### config.mk
export PLATFORM = sky130hd
export DESIGN_NAME = trapezoid_wall_span_generator
export DESIGN_NICKNAME = d
export VERILOG_FILES = /design/src/rtl/tws_pkg.sv /design/src/rtl/tws_cfg.sv /design/src/rtl/tws_div.sv /design/src/rtl/trapezoid_wall_span_generator.sv
export SDC_FILE = /design/constraint.sdc
export NUM_CORES = 1
export LEC_CHECK = 0
export ABC_AREA = 1
export BUFFER_PORTS_ARGS = -buffer_cell sky130_fd_sc_hd__buf_4
export CORE_MARGIN = 3
export CORE_UTILIZATION = 45
export CTS_CLUSTER_DIAMETER = 100
export CTS_CLUSTER_SIZE = 28
export DETAILED_ROUTE_END_ITERATION = 7
export PLACE_DENSITY = 0.61
export SKIP_CTS_REPAIR_TIMING = 1
export SYNTH_ARGS = -nofsm -noshare
export SYNTH_HDL_FRONTEND = slang
export SYNTH_SLANG_ARGS = --single-unit
### constraint.sdc
create_clock -name clk -period 5.15 [get_ports clk]
set_clock_uncertainty 0.1 [all_clocks]
set_input_delay 0.7725 -clock clk [delete_from_list [all_inputs] [get_ports clk]]
set_output_delay 0.7725 -clock clk [all_outputs]
set_load 0.02 [all_outputs]
### src/rtl/tws_pkg.sv
`timescale 1ns / 1ps
// ----------------------------------------------------------------------------
// tws_pkg: shared types and constants of the trapezoid wall span generator
// Field widths, command codes, register map and the divider handshake.
// ----------------------------------------------------------------------------
package tws_pkg;

  localparam int X_W       = 10;  // screen x, signed
  localparam int H_W       = 12;  // half height, unsigned
  localparam int XTO_W     = 17;  // span end x, signed
  localparam int ROW_W     = 7;   // row fields
  localparam int COL_W     = 4;   // palette index
  localparam int FRAC_BITS = 4;   // fraction bits of the slope accumulator
  localparam int ACC_W     = XTO_W + FRAC_BITS;
  localparam int DVD_W     = X_W + FRAC_BITS;      // |dx| * 16 magnitude
  localparam int SLOPE_W   = DVD_W + 1;            // signed quotient
  localparam int DATA_W    = 32;
  localparam int ADDR_W    = 3;

  // Command kinds
  localparam logic CMD_BOX  = 1'b0;
  localparam logic CMD_SPAN = 1'b1;

  // Register index of mono_mode (word address bit above the byte offset)
  localparam logic REG_MONO = 1'b0;

  typedef struct packed {
    logic             start;
    logic [DVD_W-1:0] dividend;
    logic [H_W-1:0]   divisor;
  } div_req_t;

  typedef struct packed {
    logic             done;
    logic [DVD_W-1:0] quotient;
  } div_rsp_t;

endpackage

### src/rtl/tws_cfg.sv
`timescale 1ns / 1ps
// ----------------------------------------------------------------------------
// tws_cfg: configuration register bank
// APB-style slave holding the mono_mode bit; zero wait states.
// ----------------------------------------------------------------------------
module tws_cfg (
  input  logic                        clk,
  input  logic                        rst_n,
  input  logic                        psel,
  input  logic                        penable,
  input  logic                        pwrite,
  input  logic [tws_pkg::ADDR_W-1:0]  paddr,
  input  logic [tws_pkg::DATA_W-1:0]  pwdata,
  output logic [tws_pkg::DATA_W-1:0]  prdata,
  output logic                        pready,
  output logic                        mono_mode
);

  logic mono_r;
  logic mono_nxt;
  logic hit_mono;

  assign hit_mono = (paddr[tws_pkg::ADDR_W-1] == tws_pkg::REG_MONO);
  assign pready   = 1'b1;

  always_comb begin
    mono_nxt = mono_r;
    if (psel && penable && pwrite && pready && hit_mono) begin
      mono_nxt = pwdata[0];
    end
  end

  always_ff @(posedge clk) begin
    if (!rst_n) begin
      mono_r <= 1'b0;
    end else begin
      mono_r <= mono_nxt;
    end
  end

  assign prdata    = hit_mono ? {{(tws_pkg::DATA_W-1){1'b0}}, mono_r} : '0;
  assign mono_mode = mono_r;

endmodule

### src/rtl/tws_div.sv
`timescale 1ns / 1ps
// ----------------------------------------------------------------------------
// tws_div: serial restoring divider
// Unsigned magnitude division, one quotient bit per cycle.
// ----------------------------------------------------------------------------
module tws_div (
  input  logic              clk,
  input  logic              rst_n,
  input  tws_pkg::div_req_t req,
  output tws_pkg::div_rsp_t rsp
);

  localparam int DVD_W = tws_pkg::DVD_W;
  localparam int H_W   = tws_pkg::H_W;
  localparam int CNT_W = $clog2(DVD_W + 1);

  logic [CNT_W-1:0] cnt_r;
  logic [CNT_W-1:0] cnt_nxt;
  logic             done_r;
  logic             done_nxt;
  logic [DVD_W-1:0] quo_r;     // dividend shifts out, quotient shifts in
  logic [H_W-1:0]   rem_r;
  logic [H_W-1:0]   dsr_r;
  logic [H_W:0]     shifted;
  logic [H_W:0]     diff;
  logic             qbit;

  assign shifted = {rem_r, quo_r[DVD_W-1]};
  assign diff    = shifted - {1'b0, dsr_r};
  assign qbit    = ~diff[H_W];

  always_comb begin
    cnt_nxt  = cnt_r;
    done_nxt = 1'b0;
    if (req.start) begin
      cnt_nxt = CNT_W'(DVD_W);
    end else if (cnt_r != '0) begin
      cnt_nxt  = cnt_r - 1'b1;
      done_nxt = (cnt_r == CNT_W'(1));
    end
  end

  always_ff @(posedge clk) begin
    if (!rst_n) begin
      cnt_r  <= '0;
      done_r <= 1'b0;
    end else begin
      cnt_r  <= cnt_nxt;
      done_r <= done_nxt;
    end
  end

  always_ff @(posedge clk) begin
    if (req.start) begin
      quo_r <= req.dividend;
      rem_r <= '0;
      dsr_r <= req.divisor;
    end else if (cnt_r != '0) begin
      // restore when the trial subtract goes negative
      rem_r <= qbit ? diff[H_W-1:0] : shifted[H_W-1:0];
      quo_r <= {quo_r[DVD_W-2:0], qbit};
    end
  end

  assign rsp.done     = done_r;
  assign rsp.quotient = quo_r;

endmodule

### src/rtl/trapezoid_wall_span_generator.sv
`timescale 1ns / 1ps
// ----------------------------------------------------------------------------
// trapezoid_wall_span_generator: wall edge pair to trapezoid fill commands
// Emits one box word, then, unless the wall has no spans, mirrored span words from a slope accumulator.
// ----------------------------------------------------------------------------
// Usage:
//   Input channel: drive the in_ fields and pulse start while busy is low;
//   the word is taken at that edge and busy rises for the whole wall.
//   Result channel: each command word appears for one cycle with out_strobe
//   high; out_last_command marks the final word of a wall. The receiver
//   must take every word, there is no back pressure.
//   Timing: the box word is registered from the BOX state that follows the
//   accept edge. A wall with no spans returns from that state straight to
//   idle. Otherwise a serial divider forms the slope, one quotient bit per
//   cycle, and the spans follow one per cycle, N spans for a wall (N <= 50
//   by default).
//   Configuration: mono_mode sits at byte address 0 of the APB port; write
//   it only while busy is low. Reset clears mono_mode and the sequencer.
// ----------------------------------------------------------------------------
module trapezoid_wall_span_generator #(
  parameter int HORIZON_ROW = 50,
  parameter int VIEW_WIDTH  = 160
) (
  input  logic                               clk,
  input  logic                               rst_n,
  // configuration
  input  logic                               psel,
  input  logic                               penable,
  input  logic                               pwrite,
  input  logic [tws_pkg::ADDR_W-1:0]         paddr,
  input  logic [tws_pkg::DATA_W-1:0]         pwdata,
  output logic [tws_pkg::DATA_W-1:0]         prdata,
  output logic                               pready,
  // input channel
  input  logic                               start,
  output logic                               busy,
  input  logic signed [tws_pkg::X_W-1:0]     in_near_x,
  input  logic [tws_pkg::H_W-1:0]            in_near_height,
  input  logic signed [tws_pkg::X_W-1:0]     in_far_x,
  input  logic [tws_pkg::H_W-1:0]            in_far_height,
  input  logic [tws_pkg::COL_W-1:0]          in_wall_color,
  // result channel
  output logic                               out_strobe,
  output logic                               out_command_kind,
  output logic signed [tws_pkg::X_W-1:0]     out_x_from,
  output logic signed [tws_pkg::XTO_W-1:0]   out_x_to,
  output logic [tws_pkg::ROW_W-1:0]          out_row_above,
  output logic [tws_pkg::ROW_W-1:0]          out_row_below,
  output logic [tws_pkg::COL_W-1:0]          out_fill_color,
  output logic                               out_last_command
);

  localparam int X_W     = tws_pkg::X_W;
  localparam int H_W     = tws_pkg::H_W;
  localparam int XTO_W   = tws_pkg::XTO_W;
  localparam int ROW_W   = tws_pkg::ROW_W;
  localparam int COL_W   = tws_pkg::COL_W;
  localparam int FRAC_W  = tws_pkg::FRAC_BITS;
  localparam int ACC_W   = tws_pkg::ACC_W;
  localparam int SLOPE_W = tws_pkg::SLOPE_W;
  localparam int HR_W    = $clog2(HORIZON_ROW + 1);
  localparam int RC_W    = (HR_W + 1 > ROW_W) ? HR_W + 1 : ROW_W;

  localparam logic [H_W-1:0]   HR_H    = H_W'(HORIZON_ROW);
  localparam logic [HR_W-1:0]  HR_S    = HR_W'(HORIZON_ROW);
  localparam logic [RC_W-1:0]  HR_R    = RC_W'(HORIZON_ROW);
  localparam logic [X_W-1:0]   VW_X    = X_W'(VIEW_WIDTH);
  localparam logic [X_W-1:0]   VW_XM1  = X_W'(VIEW_WIDTH - 1);
  localparam logic [ACC_W-1:0] ACC_RND = ACC_W'(1) << (FRAC_W - 1);

  localparam logic [2:0] ST_IDLE = 3'd0;
  localparam logic [2:0] ST_BOX  = 3'd1;
  localparam logic [2:0] ST_DIV  = 3'd2;
  localparam logic [2:0] ST_INIT = 3'd3;
  localparam logic [2:0] ST_SPAN = 3'd4;

  logic mono_mode;

  tws_cfg u_cfg (
    .clk       (clk),
    .rst_n     (rst_n),
    .psel      (psel),
    .penable   (penable),
    .pwrite    (pwrite),
    .paddr     (paddr),
    .pwdata    (pwdata),
    .prdata    (prdata),
    .pready    (pready),
    .mono_mode (mono_mode)
  );

  tws_pkg::div_req_t div_req;
  tws_pkg::div_rsp_t div_rsp;

  tws_div u_div (
    .clk   (clk),
    .rst_n (rst_n),
    .req   (div_req),
    .rsp   (div_rsp)
  );

  // --------------------------------------------------------------------------
  // Edge preparation at accept
  // --------------------------------------------------------------------------
  logic             accept;
  logic [H_W-1:0]   h0_near;
  logic [H_W-1:0]   h0_far;
  logic             swap;
  logic [H_W-1:0]   ha_pre;
  logic [H_W-1:0]   hb_pre;
  logic [X_W-1:0]   xa_pre;
  logic [X_W-1:0]   xb_pre;
  logic [X_W-1:0]   xa_fix;
  logic [X_W-1:0]   xb_fix;
  logic [HR_W-1:0]  ha_clip;

  assign h0_near = mono_mode ? {1'b0, in_near_height[H_W-1:1]} : in_near_height;
  assign h0_far  = mono_mode ? {1'b0, in_far_height[H_W-1:1]}  : in_far_height;
  assign swap    = (h0_near > h0_far);
  assign ha_pre  = swap ? h0_far  : h0_near;
  assign hb_pre  = swap ? h0_near : h0_far;
  assign xa_pre  = swap ? in_far_x  : in_near_x;
  assign xb_pre  = swap ? in_near_x : in_far_x;
  assign xa_fix  = (xa_pre == VW_X) ? VW_XM1 : xa_pre;
  assign xb_fix  = (xb_pre == VW_X) ? VW_XM1 : xb_pre;
  assign ha_clip = (ha_pre > HR_H) ? HR_S : ha_pre[HR_W-1:0];

  // --------------------------------------------------------------------------
  // Sequencer state and working registers
  // --------------------------------------------------------------------------
  logic [2:0]         state_r;
  logic [2:0]         state_nxt;
  logic [X_W-1:0]     xa_r;
  logic [X_W-1:0]     xb_r;
  logic [HR_W-1:0]    ha_r;
  logic [H_W-1:0]     hb_r;
  logic [COL_W-1:0]   col_r;
  logic [HR_W-1:0]    h_r;
  logic [HR_W-1:0]    h_end_r;
  logic               neg_r;
  logic [SLOPE_W-1:0] slope_r;
  logic [ACC_W-1:0]   acc_r;

  logic [H_W-1:0]     ha_ext;
  logic               no_span;
  logic [HR_W-1:0]    h_end;
  logic [X_W:0]       dx;
  logic [X_W:0]       dx_mag;
  logic [SLOPE_W-1:0] quo_ext;
  logic [ACC_W-1:0]   slope_ext;
  logic [ACC_W-1:0]   half_ext;
  logic [ACC_W-1:0]   xa16;
  logic               span_last;

  assign accept  = start && !busy;
  assign busy    = (state_r != ST_IDLE);

  assign ha_ext  = {{(H_W-HR_W){1'b0}}, ha_r};
  assign no_span = (hb_r == ha_ext) || (ha_r == HR_S);
  assign h_end   = (hb_r > HR_H) ? HR_S : hb_r[HR_W-1:0];
  assign dx      = {xb_r[X_W-1], xb_r} - {xa_r[X_W-1], xa_r};
  assign dx_mag  = dx[X_W] ? -dx : dx;

  assign div_req.start    = (state_r == ST_BOX) && !no_span;
  assign div_req.dividend = {dx_mag[X_W-1:0], {FRAC_W{1'b0}}};
  assign div_req.divisor  = hb_r - ha_ext;

  assign quo_ext   = {1'b0, div_rsp.quotient};
  assign slope_ext = {{(ACC_W-SLOPE_W){slope_r[SLOPE_W-1]}}, slope_r};
  // arithmetic half of the slope, rounding toward minus infinity
  assign half_ext  = {{(ACC_W-SLOPE_W+1){slope_r[SLOPE_W-1]}}, slope_r[SLOPE_W-1:1]};
  assign xa16      = {{(ACC_W-X_W-FRAC_W){xa_r[X_W-1]}}, xa_r, {FRAC_W{1'b0}}};
  assign span_last = (h_r == h_end_r);

  always_comb begin
    state_nxt = state_r;
    unique case (state_r)
      ST_IDLE: if (start) state_nxt = ST_BOX;
      ST_BOX:  state_nxt = no_span ? ST_IDLE : ST_DIV;
      ST_DIV:  if (div_rsp.done) state_nxt = ST_INIT;
      ST_INIT: state_nxt = ST_SPAN;
      ST_SPAN: if (span_last) state_nxt = ST_IDLE;
      default: state_nxt = ST_IDLE;
    endcase
  end

  always_ff @(posedge clk) begin
    if (!rst_n) begin
      state_r <= ST_IDLE;
    end else begin
      state_r <= state_nxt;
    end
  end

  always_ff @(posedge clk) begin
    if (accept) begin
      xa_r  <= xa_fix;
      xb_r  <= xb_fix;
      ha_r  <= ha_clip;
      hb_r  <= hb_pre;
      col_r <= in_wall_color;
    end
    if (state_r == ST_BOX) begin
      neg_r   <= dx[X_W];
      h_end_r <= h_end;
    end
    if ((state_r == ST_DIV) && div_rsp.done) begin
      slope_r <= neg_r ? -quo_ext : quo_ext;
    end
    if (state_r == ST_INIT) begin
      acc_r <= xa16 + half_ext + ACC_RND;
      h_r   <= ha_r + 1'b1;
    end else if (state_r == ST_SPAN) begin
      acc_r <= acc_r + slope_ext;
      h_r   <= h_r + 1'b1;
    end
  end

  // --------------------------------------------------------------------------
  // Result word register
  // --------------------------------------------------------------------------
  logic               strobe_r;
  logic               strobe_nxt;
  logic               kind_r;
  logic [X_W-1:0]     xfrom_r;
  logic [XTO_W-1:0]   xto_r;
  logic [ROW_W-1:0]   ra_r;
  logic [ROW_W-1:0]   rb_r;
  logic [COL_W-1:0]   fcol_r;
  logic               last_r;
  logic               is_box;
  logic [HR_W-1:0]    h_sel;
  logic [RC_W-1:0]    row_up;
  logic [RC_W-1:0]    row_dn;

  assign is_box     = (state_r == ST_BOX);
  assign strobe_nxt = is_box || (state_r == ST_SPAN);
  assign h_sel      = is_box ? ha_r : h_r;
  assign row_up     = HR_R - {{(RC_W-HR_W){1'b0}}, h_sel};
  assign row_dn     = HR_R + {{(RC_W-HR_W){1'b0}}, h_sel};

  always_ff @(posedge clk) begin
    if (!rst_n) begin
      strobe_r <= 1'b0;
    end else begin
      strobe_r <= strobe_nxt;
    end
  end

  always_ff @(posedge clk) begin
    if (strobe_nxt) begin
      kind_r  <= is_box ? tws_pkg::CMD_BOX : tws_pkg::CMD_SPAN;
      xfrom_r <= is_box ? xa_r : xb_r;
      xto_r   <= is_box ? {{(XTO_W-X_W){xb_r[X_W-1]}}, xb_r} : acc_r[ACC_W-1:FRAC_W];
      ra_r    <= row_up[ROW_W-1:0];
      rb_r    <= row_dn[ROW_W-1:0];
      fcol_r  <= col_r;
      last_r  <= is_box ? no_span : span_last;
    end
  end

  assign out_strobe       = strobe_r;
  assign out_command_kind = kind_r;
  assign out_x_from       = xfrom_r;
  assign out_x_to         = xto_r;
  assign out_row_above    = ra_r;
  assign out_row_below    = rb_r;
  assign out_fill_color   = fcol_r;
  assign out_last_command = last_r;

  // --------------------------------------------------------------------------
  // Assertions
  // --------------------------------------------------------------------------
  a_strobe_busy: assert property (@(posedge clk) disable iff (!rst_n)
    out_strobe |-> $past(busy))
    else $error("result word without a wall in progress");

  a_div_done_state: assert property (@(posedge clk) disable iff (!rst_n)
    div_rsp.done |-> (state_r == ST_DIV))
    else $error("divider finished outside the slope step");

  a_span_bound: assert property (@(posedge clk) disable iff (!rst_n)
    (state_r == ST_SPAN) |-> (h_r <= h_end_r))
    else $error("span row ran past its end");

  a_span_mirror: assert property (@(posedge clk) disable iff (!rst_n)
    (out_strobe && (out_command_kind == tws_pkg::CMD_SPAN)) |->
      (ROW_W'(out_row_above + out_row_below) == ROW_W'(2 * HORIZON_ROW)))
    else $error("span rows not mirrored about the horizon");

endmodule
==> impl_metrics.env <==
export IMPL_slowest_delay_ns=0.59
export IMPL_relSlewSlack=0.229
export IMPL_drive_above_1_share=0.114
export IMPL_yosys_area_top_type="edfxtp_1"
export IMPL_min_path_type="flip-flop to flip-flop"
export IMPL_design_area_um2=14000
export IMPL_finalSetupViolations=0
export IMPL_synth_top_area_frac=0.384
export IMPL_ys_async_sr_fraction=0
export IMPL_via_per_inst=4.94
export IMPL_initial_core_util=0.459
export IMPL_synthFlopType="edfxtp_1"
export IMPL_tightest_slew_ns=1.15
export IMPL_yosysWarnings=0
export IMPL_die_area_um2=29700
export IMPL_drt_iter0_drc=712
export IMPL_path_common_cell="inv_1"
export IMPL_final_common_cell="nand2_1"
export IMPL_yosysSeqAreaShare=0.425
export IMPL_post_drt_wl_per_cell_um=13.9
export IMPL_fmax_mhz=261
export IMPL_drc_errors=0
export IMPL_mostFrequentLayoutCells="nand2_1, inv_1, edfxtp_1"
export IMPL_synth_cells=1525
export IMPL_cts_sinks=185
export IMPL_startpoint_type="flip-flop"
export IMPL_core_um2=27100
export IMPL_finalSetupTns_ns=0
export IMPL_grt_pass1_vias=9353
export IMPL_clk_pin_slew_worst_paths_ns=0.08
export IMPL_arrival_ns=3.89
export IMPL_track_usage=0.191
export IMPL_io_pins=171
export IMPL_syn_area_um2=12400
export IMPL_crit_buf_inv=4
export IMPL_multi_input_area_um2=6080
export IMPL_n_fill_cell=2594
export IMPL_rows=60
export IMPL_final_nets=1794
export IMPL_tritoncts="yes"
export IMPL_cts_buffers=17
export IMPL_hold_ws_ns=0.323
export IMPL_grt_max_degree=72
export IMPL_cp_end_kind="flip-flop"
export IMPL_grtUsageMet3=0.0320
export IMPL_p_per_area_nw_per_um2=445
export IMPL_crit_fanout=71
export IMPL_top_usage_layer="met2"
export IMPL_p_leak_nw=6.45
export IMPL_worst_endpoint_required_ns=5.21
export IMPL_die_width_um=172
export IMPL_synth_edff_count=159
export IMPL_path_cells="buf_4, inv_1, or2_2, o21ai_0, inv_1, ha_1, nand4_1, nor2_4, nand4_4, nand2_4, inv_1, nand2_1, o21ai_0"
export IMPL_slowest_stage="nand2_4"
export IMPL_grt_use_met2=0.307
export IMPL_outcome="finished clean"
export IMPL_ys_types=58
export IMPL_grt_ovfl_total=0
export IMPL_vias=9919
export IMPL_fin_util=0.517
export IMPL_area_delta_synth_final_pct=12.5
export IMPL_drv_cap=0
export IMPL_place_congestion=0.923
export IMPL_slew_viol_final=0
export IMPL_syn_area_per_cell_um2=8.16
export IMPL_period_share=0.744
export IMPL_use_met1=0.271
export IMPL_cts_max_path_buffers=2
export IMPL_finalHoldViolations=0
export IMPL_power_mw=6.23
export IMPL_htreeDepth=4
export IMPL_synthTopCellsByArea="edfxtp_1, nand2_1, ha_1"
export IMPL_port_buffer_count=105
export IMPL_critPathTopFamily="simple AND/OR/NAND/NOR gates"
export IMPL_rsz0062_at_grt="no"
export IMPL_wl_um=27900
export IMPL_ir_drop_mv=0.255
export IMPL_clock_latency_ns=0.43
export IMPL_crit_type="flip-flop to flip-flop"
export IMPL_ys_ff_latch=185
export IMPL_grt_pass1_wl_um=45300
export IMPL_antenna_found_initial=0
export IMPL_diodes=0
export IMPL_post_dp_hpwl_um=22300
export IMPL_ff_latch_area_um2=5300
export IMPL_placed_area_um2=13400
export IMPL_die_y_um=172
export IMPL_min_period_ns=3.83
export IMPL_drt_pass1_iterations=5
export IMPL_root_buffer="clkbuf_16"
export IMPL_postRouteAntennaNets=0
-- state kept, by name (all words and copies together) (netlist names), 3 cells and up --
| signal | cells |
|---|---|
| hb_r | 12 |
| h_r | 6 |
| xa_r | 10 |
| out_row_above | 7 |
| u_div.rem_r | 12 |
| u_div.quo_r | 14 |
| out_x_to | 17 |
| out_x_from | 10 |
| ha_r | 6 |
| u_div.dsr_r | 12 |
| col_r | 4 |
| state_r | 3 |
| xb_r | 10 |
| slope_r | 15 |
| h_end_r | 6 |
| acc_r | 21 |
| u_div.cnt_r | 4 |
| out_row_below | 6 |
| out_fill_color | 4 |
-- cell usage after synthesis (2+ instances only) --
master	count
o21ai_2	6
o21bai_1	2
nand4_1	14
a21o_1	6
a21oi_1	85
o21ai_1	12
mux2i_1	7
buf_1	2
nand3b_1	8
or2_2	13
nor2_4	2
nand2_1	381
nand3_2	3
nand3_1	81
dfxtp_1	26
a211oi_1	2
o21ai_0	134
ha_1	79
nand2_2	7
o22ai_1	10
buf_6	3
xor2_1	46
fa_1	5
buf_4	35
o21a_1	2
inv_2	5
inv_1	198
buf_8	2
buf_2	11
o211ai_1	3
clkbuf_1	11
nor4_1	3
edfxtp_1	159
nor3_1	18
conb_1	2
a31oi_1	3
and2_1	2
nor2_1	107
xnor2_1	11
-- final cells by class --
cell class / count / area share
Multi-Input combinational cell: 1102 / 0.434
Sequential cell: 185 / 0.378
Timing Repair Buffer: 111 / 0.0595
Inverter: 204 / 0.0547
Tap cell: 372 / 0.0332
Clock buffer: 17 / 0.0304
Clock inverter: 15 / 0.0102
-- worst paths after layout --
kind         cells after the start  slack [ns]                end             from
max                             13        1.32            hb_r[3]  u_cfg.mono_mode
min                              0        0.32  out_fill_color[3]         col_r[3]
max reg2reg                     13        1.32            hb_r[3]  u_cfg.mono_mode
min reg2reg                      0        0.32  out_fill_color[3]         col_r[3]
-- where the power goes --
part / total, mW / leakage [nW] / internal (mW) / switching [mW]
Clock: 1.25 / 0.271 / 0.638 / 0.613
Combinational: 2.64 / 4.49 / 0.932 / 1.71
Sequential: 2.34 / 1.69 / 2.13 / 0.206
Total: 6.23 / 6.45 / 3.70 / 2.53
-- per-layer routing --
layer  up-vias  wire length, µm
met5         -                0
met4         0              454
met3        31             1430
met2       232            12300
met1      4441            13700
li1       5215                -
-- logic make-up after synthesis --
logic type	share of synthesized area
AOI/OAI and AO/OA	0.121
xor gates and xnor gates	0.0401
adders and majority gates	0.0875
buffers and inverters	0.0961
DFF	0.425
muxes	0.00563
other	0.000603
and+or+nand+nor	0.224
-- metrics by stage --
step	std cells	worst slack, ns
global route	2006	0.795
global placement	1974	1.39
floorplan	1555	1.96
finish	2006	1.32
detailed placement	1974	1.30
CTS	2006	1.32
Power figures use the tool's default switching activity.
